===== src/rtl/core/adamwu_pkg.sv =====
// ----------------------------------------------------------------------------
// adamwu_pkg
// Shared sizes, register codes, reset values and unit request types of the
// Adam weight update block.
// ----------------------------------------------------------------------------
package adamwu_pkg;

    localparam int WEIGHT_COUNT = 1024;
    localparam int BIAS_COUNT   = 64;
    localparam int MEM_DEPTH    = WEIGHT_COUNT + BIAS_COUNT;
    localparam int MEM_AW       = $clog2(MEM_DEPTH);
    localparam int MEM_W        = 96;

    localparam int INDEX_W   = 10;
    localparam int DATA_W    = 32;
    localparam int CFG_IDX_W = 2;

    // Divider sizes: a 96-bit dividend over a divisor of up to 41 bits.
    localparam int NUM_W = 96;
    localparam int DEN_W = 41;

    localparam logic [DATA_W-1:0] LR_RESET    = 32'd4294967;
    localparam logic [DATA_W-1:0] BETA1_RESET = 32'd3865470566;
    localparam logic [DATA_W-1:0] BETA2_RESET = 32'd4290672329;
    localparam logic [DATA_W-1:0] EPS_RESET   = 32'd43;

    localparam logic [32:0] ONE_Q32  = 33'h1_0000_0000;
    localparam logic [33:0] STEP_CAP = 34'h2_0000_0000;

    typedef enum logic [CFG_IDX_W-1:0] {
        CFG_LEARNING_RATE = 2'd0,
        CFG_BETA_ONE      = 2'd1,
        CFG_BETA_TWO      = 2'd2,
        CFG_EPSILON       = 2'd3
    } cfg_index_t;

    typedef struct packed {
        logic             start;
        logic [NUM_W-1:0] dividend;
        logic [DEN_W-1:0] divisor;
    } div_req_t;

    typedef struct packed {
        logic             done;
        logic [NUM_W-1:0] quotient;
    } div_rsp_t;

    typedef struct packed {
        logic        start;
        logic [63:0] radicand;
    } sqrt_req_t;

    typedef struct packed {
        logic        done;
        logic [31:0] root;
    } sqrt_rsp_t;

endpackage


===== src/rtl/core/adamwu_sqrt.sv =====
// ----------------------------------------------------------------------------
// adamwu_sqrt
// Integer square root of a 64-bit value, one root bit per cycle.
// ----------------------------------------------------------------------------
module adamwu_sqrt
    import adamwu_pkg::*;
(
    input  logic      clk,
    input  logic      rst_n,
    input  sqrt_req_t req,
    output sqrt_rsp_t rsp
);

    localparam int CNT_W = $clog2(33);

    logic [63:0]      x_reg;
    logic [33:0]      rem_reg;
    logic [31:0]      root_reg;
    logic [CNT_W-1:0] cnt_reg;
    logic             busy_reg;
    logic             done_reg;

    logic [35:0] shifted;
    logic [35:0] trial;
    logic [35:0] diff;
    logic        ge;

    always_comb
    begin
        shifted = {rem_reg, x_reg[63:62]};
        trial   = {2'b00, root_reg, 2'b01};
        diff    = shifted - trial;
        ge      = (shifted >= trial);
    end

    always_ff @(posedge clk or negedge rst_n)
    begin
        if (!rst_n)
        begin
            busy_reg <= 1'b0;
            done_reg <= 1'b0;
            cnt_reg  <= '0;
        end
        else
        begin
            done_reg <= 1'b0;
            if (req.start)
            begin
                busy_reg <= 1'b1;
                cnt_reg  <= CNT_W'(32);
            end
            else if (busy_reg)
            begin
                cnt_reg <= cnt_reg - CNT_W'(1);
                if (cnt_reg == CNT_W'(1))
                begin
                    busy_reg <= 1'b0;
                    done_reg <= 1'b1;
                end
            end
        end
    end

    always_ff @(posedge clk)
    begin
        if (req.start)
        begin
            x_reg    <= req.radicand;
            rem_reg  <= '0;
            root_reg <= '0;
        end
        else if (busy_reg)
        begin
            x_reg    <= {x_reg[61:0], 2'b00};
            rem_reg  <= ge ? diff[33:0] : shifted[33:0];
            root_reg <= {root_reg[30:0], ge};
        end
    end

    assign rsp.done = done_reg;
    assign rsp.root = root_reg;

endmodule


===== config.mk =====
export PLATFORM = sky130hd
export DESIGN_NAME = adamwu_sqrt
export DESIGN_NICKNAME = d
export VERILOG_FILES = /design/src/rtl/core/adamwu_pkg.sv /design/src/rtl/core/adamwu_sqrt.sv
export SDC_FILE = /design/constraint.sdc
export NUM_CORES = 1
export LEC_CHECK = 0
export BUFFER_PORTS_ARGS = -buffer_cell sky130_fd_sc_hd__clkbuf_2
export CORE_UTILIZATION = 31
export DETAILED_ROUTE_END_ITERATION = 16
export PLACE_DENSITY = 0.45
export SLEW_MARGIN = 15
export SYNTH_ARGS = -nofsm -noshare
export SYNTH_HDL_FRONTEND = slang
export SYNTH_SLANG_ARGS = --single-unit

===== constraint.sdc =====
create_clock -name clk -period 6 [get_ports clk]
set_input_delay 0.3 -clock clk [delete_from_list [all_inputs] [get_ports clk]]
set_output_delay 0.3 -clock clk [all_outputs]
set_load 0.02 [all_outputs]

[Word-level counts from Yosys, hierarchy flattened]
Index checks and enable logic that the tools add are counted.
Cells by class
  add/sub/neg operators: 2
  order comparisons: 1
  equality and inequality tests: 1
  mux-type cells: 11
  reduce and logical (&&, ||, !) cells: 1
Operator list (number)
  two-way mux 64 bit: 2
  >= comparator 36 x 34 -> 1 bit: 1
  two-way mux 34 bit: 1
  subtractor 34 bit: 1
  two-way mux 6 bit: 2
  == test 6 x 1 -> 1 bit, second input constant: 1
  two-way mux 1 bit: 6
  subtractor 6 x 1 -> 6 bit, second input constant: 1
  nonzero test 2 bit: 1
Storage, ports and cells
  logic and storage cells: 22
  register bits: 138
  output and inout port bits: 33

[Logic depth before layout (Yosys ltp)]
  depth after elaboration: 4
  gate-level depth with buffers: 13
  depth with buffers taken out: 10

[Worst setup path before layout]
Ideal clock, no wire load.
  path kind: reg-to-reg
  start: reg root_reg[15]
  end: reg rem_reg[8]
  setup slack: 3084 ps
  arrival: 2787 ps
  buffers on the path: 2
  data required time: 5871 ps
  stages on the path, launching flop included: 13
  cell sequence: dfxtp_1 -> inv_1 -> ha_1 -> clkbuf_1 -> a21o_1 -> a211oi_1 -> o21ai_0 -> a2111oi_4 -> nor2_2 -> a41oi_4 -> buf_4 -> mux2i_1 -> o22ai_1
On the way
  word-level cells in the longest chain between the ends: 2
Ends and longest elaborated chain
  start, declared: line adamwu_sqrt.sv:18  | logic [31:0] root_reg;
  start signal, assigned: line adamwu_sqrt.sv:76  | root_reg <= {root_reg[30:0], ge};
  >= comparator 36 x 34 -> 1 bit: line adamwu_sqrt.sv:33  | ge = (shifted >= trial);
  two-way mux 34 bit: line adamwu_sqrt.sv:75  | rem_reg <= ge ? diff[33:0] : shifted[33:0];
  end signal, assigned: line adamwu_sqrt.sv:75
  end, declared: line adamwu_sqrt.sv:17  | logic [33:0] rem_reg;
Every way passes these cells.
A chain may end at the register's enable or synchronous reset.

[Worst setup path in the final report]
  start: reg root_reg[2]
  end: reg rem_reg[13]
On the way
  word-level cells in the longest chain between the ends: 2
  elaborated cells on any way between the ends: 3
  classes of those cells: add/sub: 1; order compare: 1; mux: 1
Ends and longest elaborated chain (line)
  subtractor 34 bit or >= comparator 36 x 34 -> 1 bit (tied branches): adamwu_sqrt.sv:32, adamwu_sqrt.sv:33
  two-way mux 34 bit (*): adamwu_sqrt.sv:75
Every way passes the cells marked *; elsewhere a longest branch is shown, timed or not.

==> results.py <==
metrics = {
    "critical_path": {
        "reg2regPathDepth": 11,
        "crit_family": "compound AO/OA/AOI/OAI gates",
        "worstSetupStartpointType": "flip-flop",
        "worst_path_largest_cell_delay_ns": 0.59,
        "worst-r2r-setup-slack_ns": 2.39,
        "worstPathMaxFanout": 29,
        "end_kind": "flip-flop",
        "cp_num_buf_inv": 2,
        "path_depth": 11,
        "worstSetupPathType": "reg -> reg",
        "cp_data_arrival_time_ns": 3.86,
        "cp_cell_sequence": "inv_1 -> ha_1 -> a21oi_1 -> nor2b_1 -> a211oi_2 -> a2111oi_4 -> nor2_2 -> a41oi_4 -> buf_4 -> mux2i_1 -> a211oi_1",
        "cp.required_ns": 6.26,
        "crit_slowest_cell": "a41oi_4",
    },
    "clock_tree": {
        "cts_tree": "built",
        "root_buffer": "clkbuf_16",
        "clock_sinks": 138,
        "cts_resized": 0,
        "cts_made_buffers": 17,
        "htreeDepth": 4,
        "clockBufferDepth": 2,
        "path_clk_slew_ns": 0.07,
        "clk_latency_ns": 0.43,
    },
    "layout": {
        "layout-drive-gt1-share": 0.245,
        "diodes": 0,
        "mostFrequentLayoutCell": "clkbuf_2",
        "instances_no_fill": 1170,
        "largest_reg_flops": 64,
        "nets": 936,
        "fillers": 2489,
        "area_growth_pct": 17.9,
        "final_cell_mix": "98 x clkbuf_2, 93 x nor2_1, 66 x dfxtp_1",
    },
    "route": {
        "dr.pass1.iters": 4,
        "drc": 0,
        "avgViaCountPerCell": 4.78,
        "wirelength_mm": 17.3,
        "ant_nets": 0,
        "dr.first_iter.drc_count": 220,
        "vias": 5591,
        "wire_per_inst_microns": 14.8,
    },
    "global_routing": {
        "grt_max_degree": 83,
        "first_global_vias": 5662,
        "grt_antenna_before_repair": 0,
        "grt_usage": 0.140,
        "grt_pass1_wl_mm": 29.0,
        "grt_overflow": 0,
    },
    "synth": {
        "netlist.area_leader.share": 0.248,
        "yosysWarningCount": 0,
        "synth.distinct_cells": 61,
        "syn_nets": 859,
        "synth_area_leader_cell": "edfxtp_1",
        "synth-main-ff-cell": "dfxtp_1",
        "syn_area_sq_mm": 0.00775,
        "async_reset_ff_frac": 0.0580,
        "synth_cells": 756,
        "avgSynthCellArea_sq_um": 10.3,
        "synth_edf_count": 64,
        "ys_top_cells_by_area": "edfxtp_1 25%, dfxtp_1 17%, mux2_2 9.0%",
        "ys_seq_area_frac": 0.444,
        "ys_ff_latch": 138,
    },
    "power_and_ir_drop": {
        "p_per_area_mw_per_mm2": 504,
        "leakagePower_nw": 3.92,
        "ir_drop_mv": 0.188,
        "total_power_mw": 4.61,
    },
    "sta": {
        "maxSlewViolCount": 0,
        "max_slew.worst_pin.slew_ns": 0.990,
        "max_slew_margin": 0.340,
        "max_freq_mhz": 277,
        "timing.final.crit_share": 0.601,
        "tns_ns": 0,
        "clock_skew_ns": 0.0127,
        "hold_viol_final": 0,
        "setup_viol": 0,
        "rsz0062_at_grt": "false",
        "period_needed_ns": 3.61,
    },
    "status": {
        "status": "finished, final reports clean",
    },
    "die": {
        "die-height_microns": 160,
        "rows": 57,
        "fp.dieArea_sq_mm": 0.0257,
        "io_pins": 100,
        "coreArea_sq_mm": 0.0245,
        "start_util": 0.317,
        "fp.dieW_microns": 160,
    },
    "place": {
        "place_congestion": 0.805,
        "hpwl_mm": 11.8,
        "dpl.cell_count": 1137,
        "port_buffers": 99,
    },
    "job": {
        "maxCapViolations": 0,
    },
    "worst_hold_path": {
        "holdPathStages": 2,
        "holdCritPathClass": "in -> reg",
    },
}
==> power by group <==
group	internal [mW]	switching [mW]
logic	0.979	1.17
registers	1.18	0.115
clock network	0.682	0.488
total	2.84	1.77
==> layout make-up <==
| type | count | area [sq um] | area share |
|---|---|---|---|
| Multi-Input combinational cell | 524 | 3930 | 0.429 |
| Sequential cell | 138 | 3450 | 0.377 |
| Timing Repair Buffer | 104 | 538 | 0.0588 |
| Clock buffer | 17 | 425 | 0.0465 |
| Tap cell | 324 | 405 | 0.0443 |
| Clock inverter | 15 | 223 | 0.0244 |
| Inverter | 48 | 180 | 0.0197 |
==> Yosys cell counts, drive strengths merged, types with 5 or more instances <==
cell and number:
ha 36, nor2 94, inv 48, nor3 5
clkbuf 33, o21a 8, xor2 9, o211ai 8
dfrtp 8, a21o 12, a211oi 29, a311oi 7
a21oi 38, nand2b 6, buf 13, edfxtp 64
xnor2 22, dfxtp 66, mux2i 56, nand3 7
nand4 8, and3 5, or3 5, o22ai 5
mux2 62, nand2 31, nor2b 5, o21ai 19
==> final timing paths <==
kind | to | startpoint
worst max-delay path | rem_reg[13] | root_reg[2]
worst min-delay path | x_reg[1] | req[1]
worst max register to register | rem_reg[13] | root_reg[2]
worst min register to register | rem_reg[33] | rem_reg[33]
max in group asynchronous | busy_reg | rst_n
min in group asynchronous | busy_reg | rst_n
==> metrics by stage <==
step,utilization,area [sq um],setup WS (ns),hold WS [ns]
2_1_floorplan,-,7750,3.08,0.00441
3_3_place_gp,0.347,8490,2.45,0.162
3_5_place_dp,0.347,8490,2.31,0.158
4_1_cts,0.374,9150,2.32,0.135
5_1_grt,0.374,9150,1.99,0.147
6_report,0.374,9150,2.39,0.153
==> metal layers <==
layer / GRT usage / vias up / wire length (microns) / part of all wire
met5: 0 / - / 0 / 0
met4: 0.0372 / 0 / 138 / 0.0080
met3: 0.0509 / 10 / 1040 / 0.060
met2: 0.206 / 104 / 7330 / 0.42
met1: 0.193 / 2579 / 8820 / 0.51
li1: - / 2898 / - / -
==> cell families after synthesis <==
| logic type | after synthesis | synth area share |
|---|---|---|
| compound gates | 153 | 0.139 |
| xor+xnor | 31 | 0.0350 |
| fa+ha+maj | 36 | 0.0581 |
| buf+inv | 94 | 0.0497 |
| flops | 138 | 0.444 |
| mux | 118 | 0.162 |
| simple gates | 186 | 0.112 |
==> what timing repair did <==
item                                    in CTS  in global routing
endpoints found under the setup margin       0                  0
hold endpoints to repair                     8                  0
hold buffers                                 1                  0
setup buffers                                0                  0
Note: power is estimated with default switching activity, not from simulation.
