<file path="src/rtl/core/adamwu_pkg.sv">
// ----------------------------------------------------------------------------
// adamwu_pkg
// Shared sizes, register codes, reset values and unit request types of the
// Adam weight update block.
// ----------------------------------------------------------------------------
package adamwu_pkg;

    localparam int WEIGHT_COUNT = 1024;
    localparam int BIAS_COUNT   = 64;
    localparam int MEM_DEPTH    = WEIGHT_COUNT + BIAS_COUNT;
    localparam int MEM_AW       = $clog2(MEM_DEPTH);
    localparam int MEM_W        = 96;

    localparam int INDEX_W   = 10;
    localparam int DATA_W    = 32;
    localparam int CFG_IDX_W = 2;

    // Divider sizes: a 96-bit dividend over a divisor of up to 41 bits.
    localparam int NUM_W = 96;
    localparam int DEN_W = 41;

    localparam logic [DATA_W-1:0] LR_RESET    = 32'd4294967;
    localparam logic [DATA_W-1:0] BETA1_RESET = 32'd3865470566;
    localparam logic [DATA_W-1:0] BETA2_RESET = 32'd4290672329;
    localparam logic [DATA_W-1:0] EPS_RESET   = 32'd43;

    localparam logic [32:0] ONE_Q32  = 33'h1_0000_0000;
    localparam logic [33:0] STEP_CAP = 34'h2_0000_0000;

    typedef enum logic [CFG_IDX_W-1:0] {
        CFG_LEARNING_RATE = 2'd0,
        CFG_BETA_ONE      = 2'd1,
        CFG_BETA_TWO      = 2'd2,
        CFG_EPSILON       = 2'd3
    } cfg_index_t;

    typedef struct packed {
        logic             start;
        logic [NUM_W-1:0] dividend;
        logic [DEN_W-1:0] divisor;
    } div_req_t;

    typedef struct packed {
        logic             done;
        logic [NUM_W-1:0] quotient;
    } div_rsp_t;

    typedef struct packed {
        logic        start;
        logic [63:0] radicand;
    } sqrt_req_t;

    typedef struct packed {
        logic        done;
        logic [31:0] root;
    } sqrt_rsp_t;

endpackage

</file>
<file path="src/rtl/core/adamwu_div.sv">
// ----------------------------------------------------------------------------
// adamwu_div
// Restoring divider, one quotient bit per cycle over the full dividend.
// ----------------------------------------------------------------------------
module adamwu_div
    import adamwu_pkg::*;
(
    input  logic     clk,
    input  logic     rst_n,
    input  div_req_t req,
    output div_rsp_t rsp
);

    localparam int CNT_W = $clog2(NUM_W + 1);

    logic [NUM_W-1:0] dq_reg;
    logic [DEN_W-1:0] rem_reg;
    logic [DEN_W-1:0] den_reg;
    logic [CNT_W-1:0] cnt_reg;
    logic             busy_reg;
    logic             done_reg;

    logic [DEN_W:0]   shifted;
    logic [DEN_W:0]   diff;
    logic             ge;
    logic [DEN_W-1:0] rem_next;

    always_comb
    begin
        shifted  = {rem_reg, dq_reg[NUM_W-1]};
        diff     = shifted - {1'b0, den_reg};
        ge       = (shifted >= {1'b0, den_reg});
        rem_next = ge ? diff[DEN_W-1:0] : shifted[DEN_W-1:0];
    end

    always_ff @(posedge clk or negedge rst_n)
    begin
        if (!rst_n)
        begin
            busy_reg <= 1'b0;
            done_reg <= 1'b0;
            cnt_reg  <= '0;
        end
        else
        begin
            done_reg <= 1'b0;
            if (req.start)
            begin
                busy_reg <= 1'b1;
                cnt_reg  <= CNT_W'(NUM_W);
            end
            else if (busy_reg)
            begin
                cnt_reg <= cnt_reg - CNT_W'(1);
                if (cnt_reg == CNT_W'(1))
                begin
                    busy_reg <= 1'b0;
                    done_reg <= 1'b1;
                end
            end
        end
    end

    // The quotient bits shift in behind the dividend bits as they leave.
    always_ff @(posedge clk)
    begin
        if (req.start)
        begin
            dq_reg  <= req.dividend;
            rem_reg <= '0;
            den_reg <= req.divisor;
        end
        else if (busy_reg)
        begin
            dq_reg  <= {dq_reg[NUM_W-2:0], ge};
            rem_reg <= rem_next;
        end
    end

    assign rsp.done     = done_reg;
    assign rsp.quotient = dq_reg;

endmodule

</file>
<file path="config.mk">
export PLATFORM = sky130hd
export DESIGN_NAME = adamwu_div
export DESIGN_NICKNAME = d
export VERILOG_FILES = /design/src/rtl/core/adamwu_pkg.sv /design/src/rtl/core/adamwu_div.sv
export SDC_FILE = /design/constraint.sdc
export NUM_CORES = 1
export LEC_CHECK = 0
export ABC_AREA = 0
export ABC_CLOCK_PERIOD_IN_PS = 3250
export BUFFER_PORTS_ARGS = -buffer_cell sky130_fd_sc_hd__buf_4
export CAP_MARGIN = 10
export CORE_MARGIN = 1.5
export CORE_UTILIZATION = 45
export DETAILED_ROUTE_END_ITERATION = 7
export PLACE_DENSITY = 0.71
export SLEW_MARGIN = 20
export SYNTH_ARGS = -nofsm -noshare
export SYNTH_HDL_FRONTEND = slang
export SYNTH_SLANG_ARGS = --single-unit
</file>
<file path="constraint.sdc">
create_clock -name clk -period 3.25 [get_ports clk]
set_clock_uncertainty 0.05 [all_clocks]
set_input_delay 0.325 -clock clk [delete_from_list [all_inputs] [get_ports clk]]
set_output_delay 0.325 -clock clk [all_outputs]
set_load 0.05 [all_outputs]
</file>
; Yosys cells after proc, flatten, opt, wreduce, memory -nomap -nowiden
; Cells that the tools add are included.
[totals]
regBits = 187
[classes]
n_addsub = 2
order_cmp = 1
eq_ne = 1
muxes = 11
n_reduce_logical = 1
[op_table]
columns = operator, count
row1 = 96-bit 2-to-1 mux, 2
row2 = 42-bit by 41-bit greater-or-equal comparator with 1-bit output, 1
row3 = 41-bit 2-to-1 mux, 1
row4 = 41-bit subtractor, 1
row5 = 7-bit 2-to-1 mux, 2
row6 = "7-bit by 1-bit == test with 1-bit output, second input constant", 1
row7 = "7-bit by 1-bit subtractor with 7-bit output, second input constant", 1
row8 = 1-bit 2-to-1 mux, 6
row9 = 2-bit nonzero test, 1

; Logic depth before layout (Yosys ltp)
[logic_depth]
word_depth = 4
mapped_depth = 15

; Worst setup path before layout
; Ideal clock, no wire load.
[synth_path]
path_kind = in2reg
startpoint = input req[137] in the netlist's numbering
endpoint = register dq_reg[0] (enable)
setup_time_ns = 0.449
arrival_ns = 2.720
t_required_ns = 2.751
setup_slack_ns = 0.030
path_stages = 4
n_path_buf = 2
cell_sequence = clkbuf_1 clkbuf_1 nor2_1 inv_1
[synth_via]
elab_chain_len = 1
[synth_lines]
columns = item, line_no
row1 = "start, declared", adamwu_div.sv:10  ; input div_req_t req,
row2 = 2-bit nonzero test (no source line), n/a
row3 = "end signal, assigned", adamwu_div.sv:69  ; dq_reg <= req.dividend;
row4 = "end signal, assigned", adamwu_div.sv:75  ; dq_reg <= {dq_reg[NUM_W-2:0], ge};
row5 = "end, declared", adamwu_div.sv:16  ; logic [NUM_W-1:0] dq_reg;
; Every way passes these cells.
; A chain may end at the register's enable or synchronous reset.

; Final worst setup path
[layout_path]
startpoint = register dq_reg[95]
endpoint = register rem_reg[20]
[layout_via]
elab_chain_len = 2
word_cells_on_any_way = 3
classes_between = add/sub (1) / order compare (1) / mux (1)
[layout_lines]
columns = item, line_no
row1 = 41-bit subtractor / 42-bit by 41-bit greater-or-equal comparator with 1-bit output (equally long branches), "adamwu_div.sv:31, adamwu_div.sv:32"
row2 = 41-bit 2-to-1 mux *, adamwu_div.sv:33  ; rem_next = ge ? diff[DEN_W-1:0] : shifted[DEN_W-1:0];
row3 = "end signal, assigned", adamwu_div.sv:76  ; rem_reg <= rem_next;
row4 = "end, declared", adamwu_div.sv:17  ; logic [DEN_W-1:0] rem_reg;
; Mark *: on every way between the ends. The rest lies on a longest branch, timed or not.

==> summary.md <==
| Metric | Value |
|---|---|
| TritonRoute pass-1 iters | 5 |
| Clock-pin slew on the worst setup and hold paths | ~0.070 ns |
| Most common cell in the netlist | edfxtp_1 |
| Total GRT Usage | a little under a quarter |
| CTS max path bufs | 2 |
| CTS tree | yes |
| Register cell area after layout | 5161 um^2 |
| Hold path start | req[9] |
| Final Cycle Share | a little over nine tenths |
| Pwr/cell area | about 700 nW/um^2 |
| Rows | 54 |
| Worst hold slack | ~0.013 ns |
| IO Port Bufs | approximately 240 |
| Core area | between 20000 and 25000 um^2 |
| Sequential area share after synthesis | about half |
| Synth unique cells | 71 |
| Post-synth EDFFs | roughly 140 |
| Largest net degree at the start of global routing | approximately 80 |
| Post-Route WL | around 26000 um |
| Grt total ovfl | 0 |
| Worst setup path startpoint | dq_reg[95] |
| Synth warnings | 0 |
| CP delay by family, top | compound AO/OA/AOI/OAI gates |
| Crit path kind | reg -> reg |
| Slew Viols, Final | 0 |
| Worst path bufs/invs | 2 |
| Synth async-reset ratio | under 10% |
| Final hold viol count | 0 |
| Clock share of power | between 20% and 30% |
| Post-DP HPWL | 18830 um |
| Post-DRT Antenna Nets | 0 |
| WL/cell | between 15 and 20 um |
| Post-Syn Nets | approximately 1100 |
| Top post-synthesis cells by area | edfxtp_1 41%, mux2_2 11%, dfxtp_1 8.2% |
| Worst EP arrival | 3.37 ns |
| Share of the synthesized area in the top cell type | around two fifths |
| CP Cell Sequence | inv_1 > ha_1 > inv_1 > fa_1 > a21oi_2 > o21bai_2 > a211o_1 > a221o_1 > a21o_1 > a21oi_2 > xnor2_1 > mux2i_1 > a211oi_1 |
| Fill count | around 1800 |
| Crit-path max FO | 5 |
| Initial antenna violation count | 0 |
| Fin crit period | 3.060 ns |
| Synthesized area | roughly 10000 um^2 |
| Mapped Cells | slightly below 900 |
| Avg Inst Size Synth | 11.38 um^2 |
| Synth Register Bits | 187 |
| Die height | between 150 and 200 um |
| Clock latency on the worst-skew pair | 0.45 ns |
| FF-to-FF Start | dq_reg[95] |
| # IOs | between 200 and 250 |
| Worst Tran Pin Value | 0.7181 ns |
| Status | finished clean |
| Final-report setup violation count | 0 |
| Gpl congestion | roughly 0.88 |
| Layout cells sized above 1 | between 30% and 40% |
| Die extent in x | 152.2 um |
| Starting Density | a little under half |
| Layout area overhead | 29.82% |
| Critical path startpoint category | flop |
| Switch share | about two fifths |
| Total number of H-tree levels | 4 |
| Mean number of vias per cell | between 5 and 6 |
| # Max-Cap Violations | 0 |
| Logic pwr share | between 40% and 50% |
| Worst path max stage delay | 0.42 ns |
| Vias | a little under 8000 |
| Iteration-0 DRC Markers | ~400 |
| Pwr Total | between 0.009 and 0.01 W |
| Multi-input gate area | ~4400 um^2 |
| Switching Power | 0.003537 W |
| Diode count | 0 |
| Worst path required time | about 3.6 ns |
| LEAKAGE | about 5.5 nW |
| Worst VDD drop | about 370 uV |
| Slew HR | roughly 52% |
| Post-synth top area cell | edfxtp_1 |
| Critical Path Sink Type | flop |
| Int Pwr | about 0.0056 W |
| Sequential share of power | between 30% and 40% |
| Root Buffer | clkbuf_16 |
| Synth top cells by count | 137 x edfxtp_1, 96 x mux2_2, 59 x nand2_1, 56 x nor2_1, 54 x inv_1 |
| Num CTS Buffers | 17 |
| DIE AREA | between 20000 and 25000 um^2 |
| Max reg flops | 96 |
| Worst path slowest cell | fa_1 |
| Worst hold path class | in -> reg |
| Final #Nets | 1318 |
| Main flop type after synthesis | edfxtp_1 |
| DRC | 0 |
| TNS Setup | 0 ns |
| Setup bufs post-CTS | 0 |
| First-pass GRT wire length | roughly 41000 um |
| Number of global-route vias before repair | 7977 |
| # clock sinks | ~190 |
| F_max | around 330 MHz |
[cells in the final DEF, fill, tap and decap left out, types with 17 or more instances in the layout]
master           n
inv_1           53
dfxtp_1         41
nand3_1         23
edfxtp_1       137
a211oi_1        24
a21o_1          20
dlygate4sd3_1   36
a21oi_1         45
xnor2_1         28
nand2_1         59
mux2_2          96
ha_1            43
clkbuf_16       17
nor2_1          56
o21ai_0         34
buf_4          249
[per-stage QoR]
| step | worst slack [ns] | instance area [um^2] | instances | utilization [%] |
|---|---|---|---|---|
| after detailed placement | 0.1008 | 12050 | 1359 | 55.22 |
| after global placement | 0.2514 | 12050 | 1359 | 55.22 |
| after floorplan | 0.03044 | 10010 | 880 | - |
| after CTS | 0.08229 | 12960 | 1424 | 59.38 |
| final | 0.1900 | 13000 | 1427 | 59.55 |
| after global routing | -0.01145 | 13000 | 1427 | 59.55 |
[layer usage]
layer | global-route usage [%] | up-vias | routed length [um]
li1 | - | 3756 | -
met1 | 27.39 | 3737 | 10720
met2 | 37.36 | 250 | 12620
met3 | 8.020 | 38 | 2127
met4 | 7.258 | 0 | 591
met5 | 0 | - | 0
[logic make-up after synthesis]
group                    after synthesis  share of synthesized area [%]
AO/OA/AOI/OAI                        194                          13.34
AND/OR/NAND/NOR                      197                          9.349
adder cells (fa/ha/maj)               44                          5.574
multiplexers                         108                          12.00
buffers and inverters                109                          4.612
flip-flops                           187                          51.54
XOR/XNOR                              41                          3.587
[repair_timing]
item / 4_1_cts / 5_1_grt
hold buffers: 33 / 3
hold endpoints to repair: 41 / 3
endpoints found under the setup margin: 0 / 15
gates resized for setup: 0 / 3
[path summary, 6_finish.rpt]
path,to,slack [ns],cells past startpoint
worst max register to register,rem_reg[20],0.19,13
worst min register to register,rem_reg[28],0.45,2
worst max-delay path,rem_reg[20],0.19,13
min in group asynchronous,cnt_reg[5],0.18,2
max in group asynchronous,busy_reg,2.82,2
worst min-delay path,den_reg[9],0.01,1
[final cells by class]
type	instances	area share, %
Sequential cell	187	39.71
Multi-Input combinational cell	584	33.83
Timing Repair Buffer	289	17.70
Clock buffer	18	3.302
Tap cell	280	2.696
Inverter	55	1.608
Clock inverter	14	1.146
[power by group through the flow]
stage / Clock [W] / Combinational [W] / Sequential (W)
2_1_floorplan: 0 / 0.00233 / 0.00371
3_3_place_gp: 0 / 0.00363 / 0.00330
3_5_place_dp: 0 / 0.00367 / 0.00331
4_1_cts: 0.00210 / 0.00373 / 0.00327
5_1_grt: 0.00219 / 0.00410 / 0.00332
6_report: 0.00207 / 0.00375 / 0.00327
No activity file was read; power rests on OpenSTA's default activity.
